File: config.mk
export PLATFORM = sky130hd
export DESIGN_NAME = htbd_ram
export DESIGN_NICKNAME = d
export VERILOG_FILES = /design/src/hw/rtl/htbd_ram.sv
export SDC_FILE = /design/constraint.sdc
export NUM_CORES = 1
export LEC_CHECK = 0
export BUFFER_PORTS_ARGS = -buffer_cell sky130_fd_sc_hd__buf_2
export CAP_MARGIN = 20
export CORE_MARGIN = 4
export CORE_UTILIZATION = 49
export CTS_BUF_LIST = sky130_fd_sc_hd__clkbuf_2
export DETAILED_ROUTE_END_ITERATION = 7
export PLACE_DENSITY_LB_ADDON = 0.3
export SYNTH_ARGS = -nofsm -noshare
export SYNTH_HDL_FRONTEND = slang
export SYNTH_SLANG_ARGS = --single-unit
File: constraint.sdc
create_clock -name clk -period 2.2 [get_ports clk]
set_clock_uncertainty 0.2 [all_clocks]
set_input_delay 0.22 -clock clk [delete_from_list [all_inputs] [get_ports clk]]
set_output_delay 0.22 -clock clk [all_outputs]
set_load 0.005 [all_outputs]
File: src/hw/rtl/htbd_ram.sv
`timescale 1ns / 1ps
// ----------------------------------------------------------------------------
// htbd_ram
// Simple dual-port RAM: one write port, one read port, registered read.
// ----------------------------------------------------------------------------
module htbd_ram #(
  parameter int WIDTH = 8,
  parameter int DEPTH = 16
) (
  input  logic                     clk,
  input  logic                     we,
  input  logic [$clog2(DEPTH)-1:0] waddr,
  input  logic [WIDTH-1:0]         wdata,
  input  logic                     re,
  input  logic [$clog2(DEPTH)-1:0] raddr,
  output logic [WIDTH-1:0]         rdata
);

  logic [WIDTH-1:0] mem [DEPTH];

  always_ff @(posedge clk) begin
    if (we) begin
      mem[waddr] <= wdata;
    end
    if (re) begin
      rdata <= mem[raddr];
    end
  end

endmodule

* Word-level counts from Yosys, hierarchy flattened *
Memory sizes are Yosys's and may differ from the RTL's. A register that Yosys moved wholly into a read port is not among the register bits.
Cells that the tools add are included.

word-level totals
  bits in registers = 0
  latch bits = 0
  bits in writable memories = 128
  ROM bits = 0
  input bits = 19
  logic and storage cells = 3
  memories = 1

cells by class
  add/sub/neg operators = 0
  multipliers = 0
  div/mod/pow operators = 0
  magnitude comparators = 0
  equal/unequal tests = 0
  shift-type cells = 0
  muxes and demuxes = 2
  bitwise logic cells = 0
  reductions and logical operators = 0

memory list
  memory  depth  width  read ports  clocked after memory_dff  write ports  line  source
  mem     16     8      1           1                         1            19    logic [WIDTH-1:0] mem [DEPTH];

operator list
  kind    count
  $mux 1  2

* Depth between registers and ports, before layout *
  word-level depth = 2
  gate-level depth with buffers = 5
  mapped depth without buffers = 3

* Least setup slack after synthesis *
OpenSTA, ideal clock, no wires.

  path kind = input -> register
  start = in waddr[2]
  end = mem mem[0][0] (enable)
  library setup time = 0.383 ns
  data arrival time = 1.330 ns
  data required time = 1.617 ns
  slack = 0.287 ns
  cell stages on the path = 2
  path through = or3b_2 -> nor3_1

RTL lines
  what         line  source
  from (decl)  12    input logic [$clog2(DEPTH)-1:0] waddr,
  to (decl)    19

No word-level cell before the write port.

==> results.toml <==
[run_status]
status = "complete, but fails checks"
violations = "setup timing"

[sta]
period_share_pct = 101
tightest_slew_ns = 0.657
min_period_ns = 2.21
hold_viol = 0
final.setup.tns_ns = -0.0147
setup_violations = 1
rsz0062_at_grt = "false"
fmax_ghz = 0.452
slew_headroom_pct = 56.1
slew_viol_final = 0
postLayoutSetupSlackWorst_ns = -0.0147

[worst_setup_path]
worstSetupEndpoint = "rdata[6]$_DFFE_PP_"
timing.rr.start = "mem[3][6]$_DFFE_PP_"
path_max_fanout = 8
critPathArrivalTime_ns = 2.44
cpPeakStageDelay_ns = 0.57
path_common_cell = "dlygate4sd3_1"
r2r-end = "rdata[6]$_DFFE_PP_"
crit_start = "raddr[2]"
critPathSlowestCell = "dlygate4sd3_1"
ff2ff_setup_slack_ns = 0.11
crit_path_cell_trace = "dlygate4sd3_1 -> buf_2 -> nor2_1 -> dlygate4sd3_1 -> buf_4 -> a22oi_1 -> dlygate4sd3_1 -> nand2_1"
cp.required_ns = 2.42
critPathLaunchType = "input pin"
critical_path_class = "in2reg"
r2r_cells = 4
end_kind = "register"

[placement]
globalplace.congestion = 0.724
dp_hpwl_microns = 6120
io_buffers = 26
dp.cells = 402
place_area_sq_um = 5610

[clock_tree]
cts_buffer_depth = 2
ctsHoldBuffers = 22
h-tree-depth = 4
cts_root_buf = "clkbuf_2"
clk_pin_slew_ns = 0.18
clkLatencyLatePin_ns = 0.67
clock-sinks = 136
cts-resized-gates = 0
cts_tree = "yes"
cts_setup_buffers = 0
cts-buffers-inserted = 17

[global_route]
grt_pass1_wl_microns = 15100
antenna_found_initial = 1
track_usage_pct = 16.9
grt_pass1_vias = 2589
grt_max_degree = 21
overflow = 0

[power]
seqPwrFrac_pct = 64.6
p_int_w = 0.00356
p_leak_nw = 2.05
power_frac_clock_pct = 29.0
vdd_drop_max_uv = 290
power_w = 0.00453
comb_power_share_pct = 6.4
power_switching_w = 0.000970
cellPowerDensity_nw_per_um2 = 750
switching_share_pct = 21.4

[cells_and_area]
final_cell_mix = "edfxtp_1 (136), buf_2 (26), dlygate4sd3_1 (22), clkbuf_2 (20), buf_4 (20)"
area_delta_synth_final_pct = 15.6
design_area_sq_um = 6040
multiInputGateArea_sq_um = 1060
fill_cells = 772
seq_area_sq_um = 4080
fin_cells = 456
nets = 326
layout-drive-gt1-share_pct = 29.8
final_common_cell = "edfxtp_1"

[worst_hold_path]
min_path_type = "in2reg"

[logic_synthesis]
syn-num-nets = 248
synth_seq_cells = 136
yosys_warnings = 0
syn_inst = 229
ys_seq_area_share_pct = 78.1
syn_area_sq_um = 5230
syn_avg_cell_area_sq_um = 22.8
synth.distinct_cells = 18

[floorplan]
ioPinCount = 27
start_util_pct = 50.4
dieArea_sq_um = 12400
die_height_microns = 111
core_sq_um = 10400
row_count = 37
fp.dieW_microns = 111

[flow_run]
maxCapViolations = 0

[route]
drc = 0
avgViaCountPerCell = 5.51
wl_per_cell_microns = 21.0
vias = 2511
drt_iter0_markers = 193
detail-route-antenna-nets = 0
routed_wl_microns = 9590
drt_pass1_iterations = 4
==> Yosys cell counts <==
library cell | number | share of area (%)
edfxtp_1 | 136 | 78
mux4_2 | 18 | 7.8
a22oi_1 | 16 | 2.3
mux4_1 | 14 | 7.0
nor2_1 | 13 | 0.93
nand2_1 | 9 | 0.65
nor3_1 | 4 | 0.38
buf_2 | 3 | 0.29
buf_6 | 3 | 0.65
clkdlybuf4s25_2 | 3 | 0.57
nand2b_1 | 2 | 0.24
nand3b_1 | 2 | 0.29
and2_1 | 1 | 0.12
and2b_1 | 1 | 0.14
buf_4 | 1 | 0.14
nand3_1 | 1 | 0.096
nor2b_1 | 1 | 0.12
or3b_2 | 1 | 0.17
==> worst min path at each step <==
stage	startpoint	end	cells past startpoint
5_1_grt	re	rdata[4]$_DFFE_PP_	2
3_3_place_gp	wdata[1]	mem[14][1]$_DFFE_PP_	1
6_report	wdata[4]	mem[9][4]$_DFFE_PP_	2
4_1_cts	wdata[7]	mem[10][7]$_DFFE_PP_	2
3_5_place_dp	re	rdata[4]$_DFFE_PP_	1
2_1_floorplan	wdata[0]	mem[0][0]$_DFFE_PP_	0
==> cell families after synthesis <==
group / count (synthesis) / share of synthesized area, %
AOI/OAI and AO/OA: 16 / 2.30
buffers and inverters: 10 / 1.65
DFF: 136 / 78.1
muxes: 32 / 14.8
and+or+nand+nor: 35 / 3.14
==> state kept, by name, indices dropped and copies added, names as in the netlist <==
name	flops
mem	128
rdata	8
==> stage by stage <==
step           setup slack [ns]  hold WS [ns]  utilization, %
6_report                -0.0147         0.250            58.3
5_1_grt                  0.0286         0.197            58.3
4_1_cts                  0.0571         0.203            58.2
3_5_place_dp              0.185         0.406            54.1
3_3_place_gp              0.197         0.409            54.1
2_1_floorplan             0.287         0.119               -
==> metal layers <==
metal / GRT usage [%] / wire (microns)
met5: 0 / 0
met4: 6.81 / 180
met3: 4.91 / 455
met2: 26.3 / 4890
met1: 22.6 / 4060
==> layout make-up <==
cell class / instances / area share (%)
Clock buffer: 20 / 1.66
Multi-Input combinational cell: 83 / 17.5
Clock inverter: 11 / 1.78
Tap cell: 136 / 2.82
Timing Repair Buffer: 69 / 8.61
Sequential cell: 136 / 67.6
Antenna cell: 1 / 0.0414
==> worst max-delay path: cells and delay by family <==
| family | cells | cell delay, ns |
|---|---|---|
| and+or+nand+nor | 2 | 0.09 |
| AOI/OAI and AO/OA | 1 | 0.18 |
| buffers and inverters | 5 | 1.93 |
==> power by group through the flow <==
stage	clock network [W]	registers (W)	logic [W]
final	0.00131	0.00293	0.000289
after floorplan	0	0.00299	0.000147
after global routing	0.00149	0.00294	0.000317
after global placement	0	0.00299	0.000261
after CTS	0.00135	0.00293	0.000295
after detailed placement	0	0.00299	0.000264
Note: power is estimated with default switching activity, not from simulation.
