<file path="config.mk">
export PLATFORM = sky130hd
export DESIGN_NAME = htbd_fifo
export DESIGN_NICKNAME = d
export VERILOG_FILES = /design/src/hw/rtl/htbd_fifo.sv
export SDC_FILE = /design/constraint.sdc
export NUM_CORES = 1
export LEC_CHECK = 0
export BUFFER_PORTS_ARGS = -buffer_cell sky130_fd_sc_hd__buf_4
export CAP_MARGIN = 25
export CELL_PAD_IN_SITES_DETAIL_PLACEMENT = 1
export CELL_PAD_IN_SITES_GLOBAL_PLACEMENT = 2
export CORE_MARGIN = 10
export CORE_UTILIZATION = 30
export CTS_BUF_LIST = sky130_fd_sc_hd__clkbuf_4 sky130_fd_sc_hd__clkbuf_8
export DETAILED_ROUTE_END_ITERATION = 10
export GPL_TIMING_DRIVEN = 0
export PLACE_DENSITY_LB_ADDON = 0.1
export SLEW_MARGIN = 10
export SYNTH_ARGS = -nofsm -noshare
export SYNTH_HDL_FRONTEND = slang
export SYNTH_SLANG_ARGS = --single-unit
</file>
<file path="constraint.sdc">
create_clock -name clk -period 2.3 [get_ports clk]
set_clock_uncertainty 0.05 [all_clocks]
set_input_delay 0.23 -clock clk [delete_from_list [all_inputs] [get_ports clk]]
set_output_delay 0.23 -clock clk [all_outputs]
set_load 0.02 [all_outputs]
</file>
<file path="src/hw/rtl/htbd_fifo.sv">
`timescale 1ns / 1ps
// ----------------------------------------------------------------------------
// htbd_fifo
// Small register FIFO for decoded symbols; exposes its fill count.
// ----------------------------------------------------------------------------
module htbd_fifo #(
  parameter int WIDTH = 8,
  parameter int DEPTH = 4
) (
  input  logic                       clk,
  input  logic                       rst,
  input  logic                       push,
  input  logic [WIDTH-1:0]           push_data,
  output logic                       out_valid,
  input  logic                       out_ready,
  output logic [WIDTH-1:0]           out_data,
  output logic [$clog2(DEPTH+1)-1:0] count
);

  localparam int PW = $clog2(DEPTH);
  localparam int CW = $clog2(DEPTH + 1);

  logic [WIDTH-1:0] mem [DEPTH];
  logic [PW-1:0]    wr_ptr;
  logic [PW-1:0]    rd_ptr;
  logic             pop;

  assign out_valid = (count != '0);
  assign out_data  = mem[rd_ptr];
  assign pop       = out_valid && out_ready;

  always_ff @(posedge clk) begin
    if (rst) begin
      wr_ptr <= '0;
      rd_ptr <= '0;
      count  <= '0;
    end else begin
      if (push) begin
        wr_ptr <= (wr_ptr == PW'(DEPTH - 1)) ? '0 : wr_ptr + PW'(1);
      end
      if (pop) begin
        rd_ptr <= (rd_ptr == PW'(DEPTH - 1)) ? '0 : rd_ptr + PW'(1);
      end
      count <= count + CW'(push) - CW'(pop);
    end
  end

  always_ff @(posedge clk) begin
    if (push) begin
      mem[wr_ptr] <= push_data;
    end
  end

endmodule

</file>
== Word-level counts from Yosys, hierarchy flattened ==
Memory sizes are Yosys's and may differ from the RTL's. A register that Yosys moved wholly into a read port is not among the register bits.
Index checks and enable logic that the tools add are counted.

* Multiply operators: 0
* Muxes and demuxes: 6
* Divide/modulo/power cells: 0
* $lt $le $gt $ge: 0
* $add $sub $neg: 4
* Reductions and logical operators: 2
* Equal/unequal tests: 2
* Shift-type cells: 0
* Bitwise operators: 0

{| class="wikitable"
|+ Operator list
! operator !! count
|-
| two-way mux 2 bit || 4
|-
| adder 2 x 1 -> 2 bit (second input constant) || 2
|-
| == test 2 bit (second input constant) || 2
|-
| adder 3 x 1 -> 3 bit || 1
|-
| nonzero test 3 bit || 1
|-
| subtractor 3 x 1 -> 3 bit || 1
|-
| two-way mux 1 bit || 2
|-
| logical AND 1 bit || 1
|}

* Bits in latches: 0
* Memories: 1
* Bits in registers: 7
* Memory bits (read-only): 0
* Word-level logic and storage cells: 18
* Input port bits: 12
* RAM bits: 32

{| class="wikitable"
|+ Memory list
! name !! words !! width !! rd ports !! clocked after memory_dff !! write ports !! RTL line !! text
|-
| mem || 4 || 8 || 1 || 1 || 1 || 23 || <nowiki>logic [WIDTH-1:0] mem [DEPTH];</nowiki>
|}

== Longest topological paths before layout ==
* Word-level depth: 4
* Gate-level depth with buffers: 8

== Worst setup path after synthesis ==
OpenSTA, ideal clock, no wires.

* Path type: reg-to-reg
* From: register count[1]
* To: register count[2]
* Arrival: 1.833 ns
* Path slack: 0.292 ns
* Clock period less this slack: 2.008 ns
* Stages on the path, launching flop included: 9
* Setup time: 0.125 ns
* Path buffers: 0
* Cells stage by stage: dfxtp_1 > o31a_1 > ha_1 > inv_1 > ha_1 > inv_1 > fa_1 > xnor3_1 > nor2_1

* Word-level cells in the longest chain between the ends: 3
* Elaborated cells on any way between the ends: 4
* Those cells by class: 2 x add/sub; 2 x reduce/logical

{| class="wikitable"
|+ Ends and longest elaborated chain
! item !! RTL line !! text
|-
| start: declaration || 17 || <nowiki>output logic [$clog2(DEPTH+1)-1:0] count</nowiki>
|-
| start signal: assignment || 44 || <nowiki>count <= count + CW'(push) - CW'(pop);</nowiki>
|-
| parallel branches: the longest is 2 deep, another holds adder 3 x 1 -> 3 bit || -- ||
|-
| subtractor 3 x 1 -> 3 bit * || 44 ||
|}

Every way passes the cells marked *.
A chain may end at the register's enable or synchronous reset.

== Worst setup path in the final report ==
Ends and elaborated chain as after synthesis.

==> impl_metrics.tcl <==
set metrics [dict create \
    layout_commonest_cell "edfxtp_1" \
    p_switching_uw 552 \
    dp_hpwl_microns 2120 \
    cts_root_buffer "clkbuf_8" \
    dp_slack_ns 0.256 \
    ios 24 \
    cpLargestDelayFamily "adder cells" \
    hold_path.class "input port to flop" \
    routed_wl_microns 2970 \
    drc 0 \
    rsz0062_at_grt "false" \
    post_cts_buffers 0 \
    final_nets 135 \
    most-common-layout-cells "32 x edfxtp_1, 22 x buf_4, 9 x dfxtp_1" \
    grt_start_max_net_pins 13 \
    first_global_vias 954 \
    post_drt_wl_per_cell_microns 15.9 \
    power_mw 1.95 \
    async_flop_share_pct 0 \
    maxCapViolCount 0 \
    crit_chain "o31a_1, ha_1, inv_1, ha_1, inv_1, fa_1, xnor3_1, nor2_1" \
    clk_pin_slew_ns 0.07 \
    synth_seq_cells 41 \
    fin_setup_tns_ns 0 \
    synth_top_family_by_area "multiplexers" \
    drtPass1Iterations 4 \
    grt_pass1_wl_microns 4890 \
    end_kind "flop" \
    via_per_inst 4.28 \
    synth-simple-area-share_pct 5.35 \
    numCtsBuffers 5 \
    hold_viol_final 0 \
    swShare_pct 28.3 \
    drv_slew 0 \
    holdWs_ns 0.0948 \
    antenna_found_initial 0 \
    synth_mux_area_share_pct 13.8 \
    die_w_microns 93.9 \
    syn_area_per_cell_sq_um 19.0 \
    design_area_sq_um 1980 \
    synthToLayoutAreaGrowth_pct 21.0 \
    ys.flop_type "edfxtp_1" \
    synth-xor-area-share_pct 1.38 \
    r2r-start "count[1]" \
    cts_buffer_depth 2 \
    place.gp.congestion 0.596 \
    worst-path-buf-inv 2 \
    slew_headroom_pct 65.7 \
    core_sq_um 5200 \
    outcome "finished clean" \
    port_buffers 22 \
    ys.warnings.count 0 \
    power_frac_seq_pct 46.6 \
    max-vdd-ir-drop_mv 0.476 \
    rows 26 \
    num_antenna_cells 0 \
    path_class "flop to flop" \
    clkLatencyLatePin_ns 0.29 \
    antenna_left 0 \
    start_util_pct 31.4 \
    yosysSeqAreaShare_pct 69.7 \
    drt-initial-drc-count 22 \
    tritoncts "yes" \
    intPower_mw 1.40 \
    critPathLaunch "count[1]" \
    power_frac_comb_pct 29.6 \
    synth_adder_area_share_pct 6.57 \
    worst_slew_pin_slew_ns 0.515 \
    grt_usage_pct 7.45 \
    ctsResizeCount 0 \
    clock-sinks 41 \
    grt_overflow 0 \
    p_per_area_nw_per_um2 985 \
    start_kind "flop" \
    max_stage_delay_ns 0.38 \
    postPlaceCellArea_sq_um 1890 \
    max_freq_mhz 490 \
    synth_nets 106 \
    drive_above_1_share_pct 31.0 \
    via_count 797 \
    min_from "push_data[4]" \
    ctsHtreeMaxLevel 2 \
    synth_edf_count 32 \
    die_area_sq_um 8810 \
    syn_area_sq_um 1640 \
    r2r_setup_slack_ns 0.26 \
    yosys.cell_types.count 21 \
    hold_buffers 0 \
    crit_fanout 5 \
    multi_input_area_sq_um 458 \
    p_leak_nw 0.733 \
    regArea_sq_um 1140 \
    required_ns 2.42 \
    setup_viol 0 \
    period_needed_ns 2.04 \
    syn_inst 86 \
    critPathSlowestCell "dfxtp_1" \
    fillCellCount 544 \
    synth_compound_area_share_pct 0.841 \
    die_h_microns 93.9 \
    worstPathArrival_ns 2.16 \
    pwr-share-clk_pct 23.8 \
    post-route-period-util_pct 88.8 \
    finalWorstSetupSlack_ns 0.258 \
]
-- cell type report --
cell class | count | area share [%]
buffer | 3 | 0.948
clock buffer | 6 | 4.17
clock inverter | 2 | 0.442
inverter | 5 | 0.948
multi-input combinational | 37 | 23.1
sequential | 41 | 57.6
tap | 70 | 4.42
timing repair buffer | 22 | 8.34
-- power by group through the flow --
stage               sequential [mW]  clock, mW  combinational, mW
floorplan                     0.941          0              0.364
global placement              0.923          0              0.585
finish                        0.909      0.465              0.578
detailed placement            0.926          0              0.596
CTS                           0.911      0.488              0.597
global route                  0.918      0.524              0.642
-- cell usage after synthesis, drive strengths merged (2+ instances only) --
cell / number / area [sq um]
and2: 4 / 25.0
clkbuf: 2 / 7.51
dfxtp: 9 / 180
edfxtp: 32 / 961
ha: 7 / 87.6
inv: 5 / 18.8
mux2i: 2 / 20.0
mux4: 8 / 191
nand2b: 3 / 18.8
nor2: 3 / 11.3
nor2b: 2 / 12.5
-- registers in the layout, indices dropped and copies added (netlist names), named ones only --
signal,count
count,3
mem,32
rd_ptr,2
wr_ptr,2
-- layer usage --
metal	part of all wire (%)	vias to the layer above	track usage, %
li1	-	381	-
met1	40	390	7.34
met2	51	20	12.7
met3	6.5	6	3.68
met4	1.9	0	3.80
met5	0	-	0
-- through the flow --
| stage | util [%] | cells |
|---|---|---|
| floorplan | - | 86 |
| global placement | 36.3 | 178 |
| detailed placement | 36.3 | 178 |
| CTS | 38.1 | 186 |
| global route | 38.1 | 186 |
| finish | 38.1 | 186 |
-- path summary, 6_finish.rpt --
kind	cells after the start	to
max	8	count[2]
min	1	mem[1][4]
max reg2reg	8	count[2]
min reg2reg	2	rd_ptr[1]
-- cell families (layout without fill, tap and decap cells) --
family / after synthesis / after routing
xor gates and xnor gates: 1 / 1
AOI/OAI and AO/OA: 2 / 2
DFF: 41 / 41
adders and majority gates: 8 / 8
buffers and inverters: 8 / 38
muxes: 11 / 11
and+or+nand+nor: 15 / 15
No activity file was read; power rests on OpenSTA's default activity.
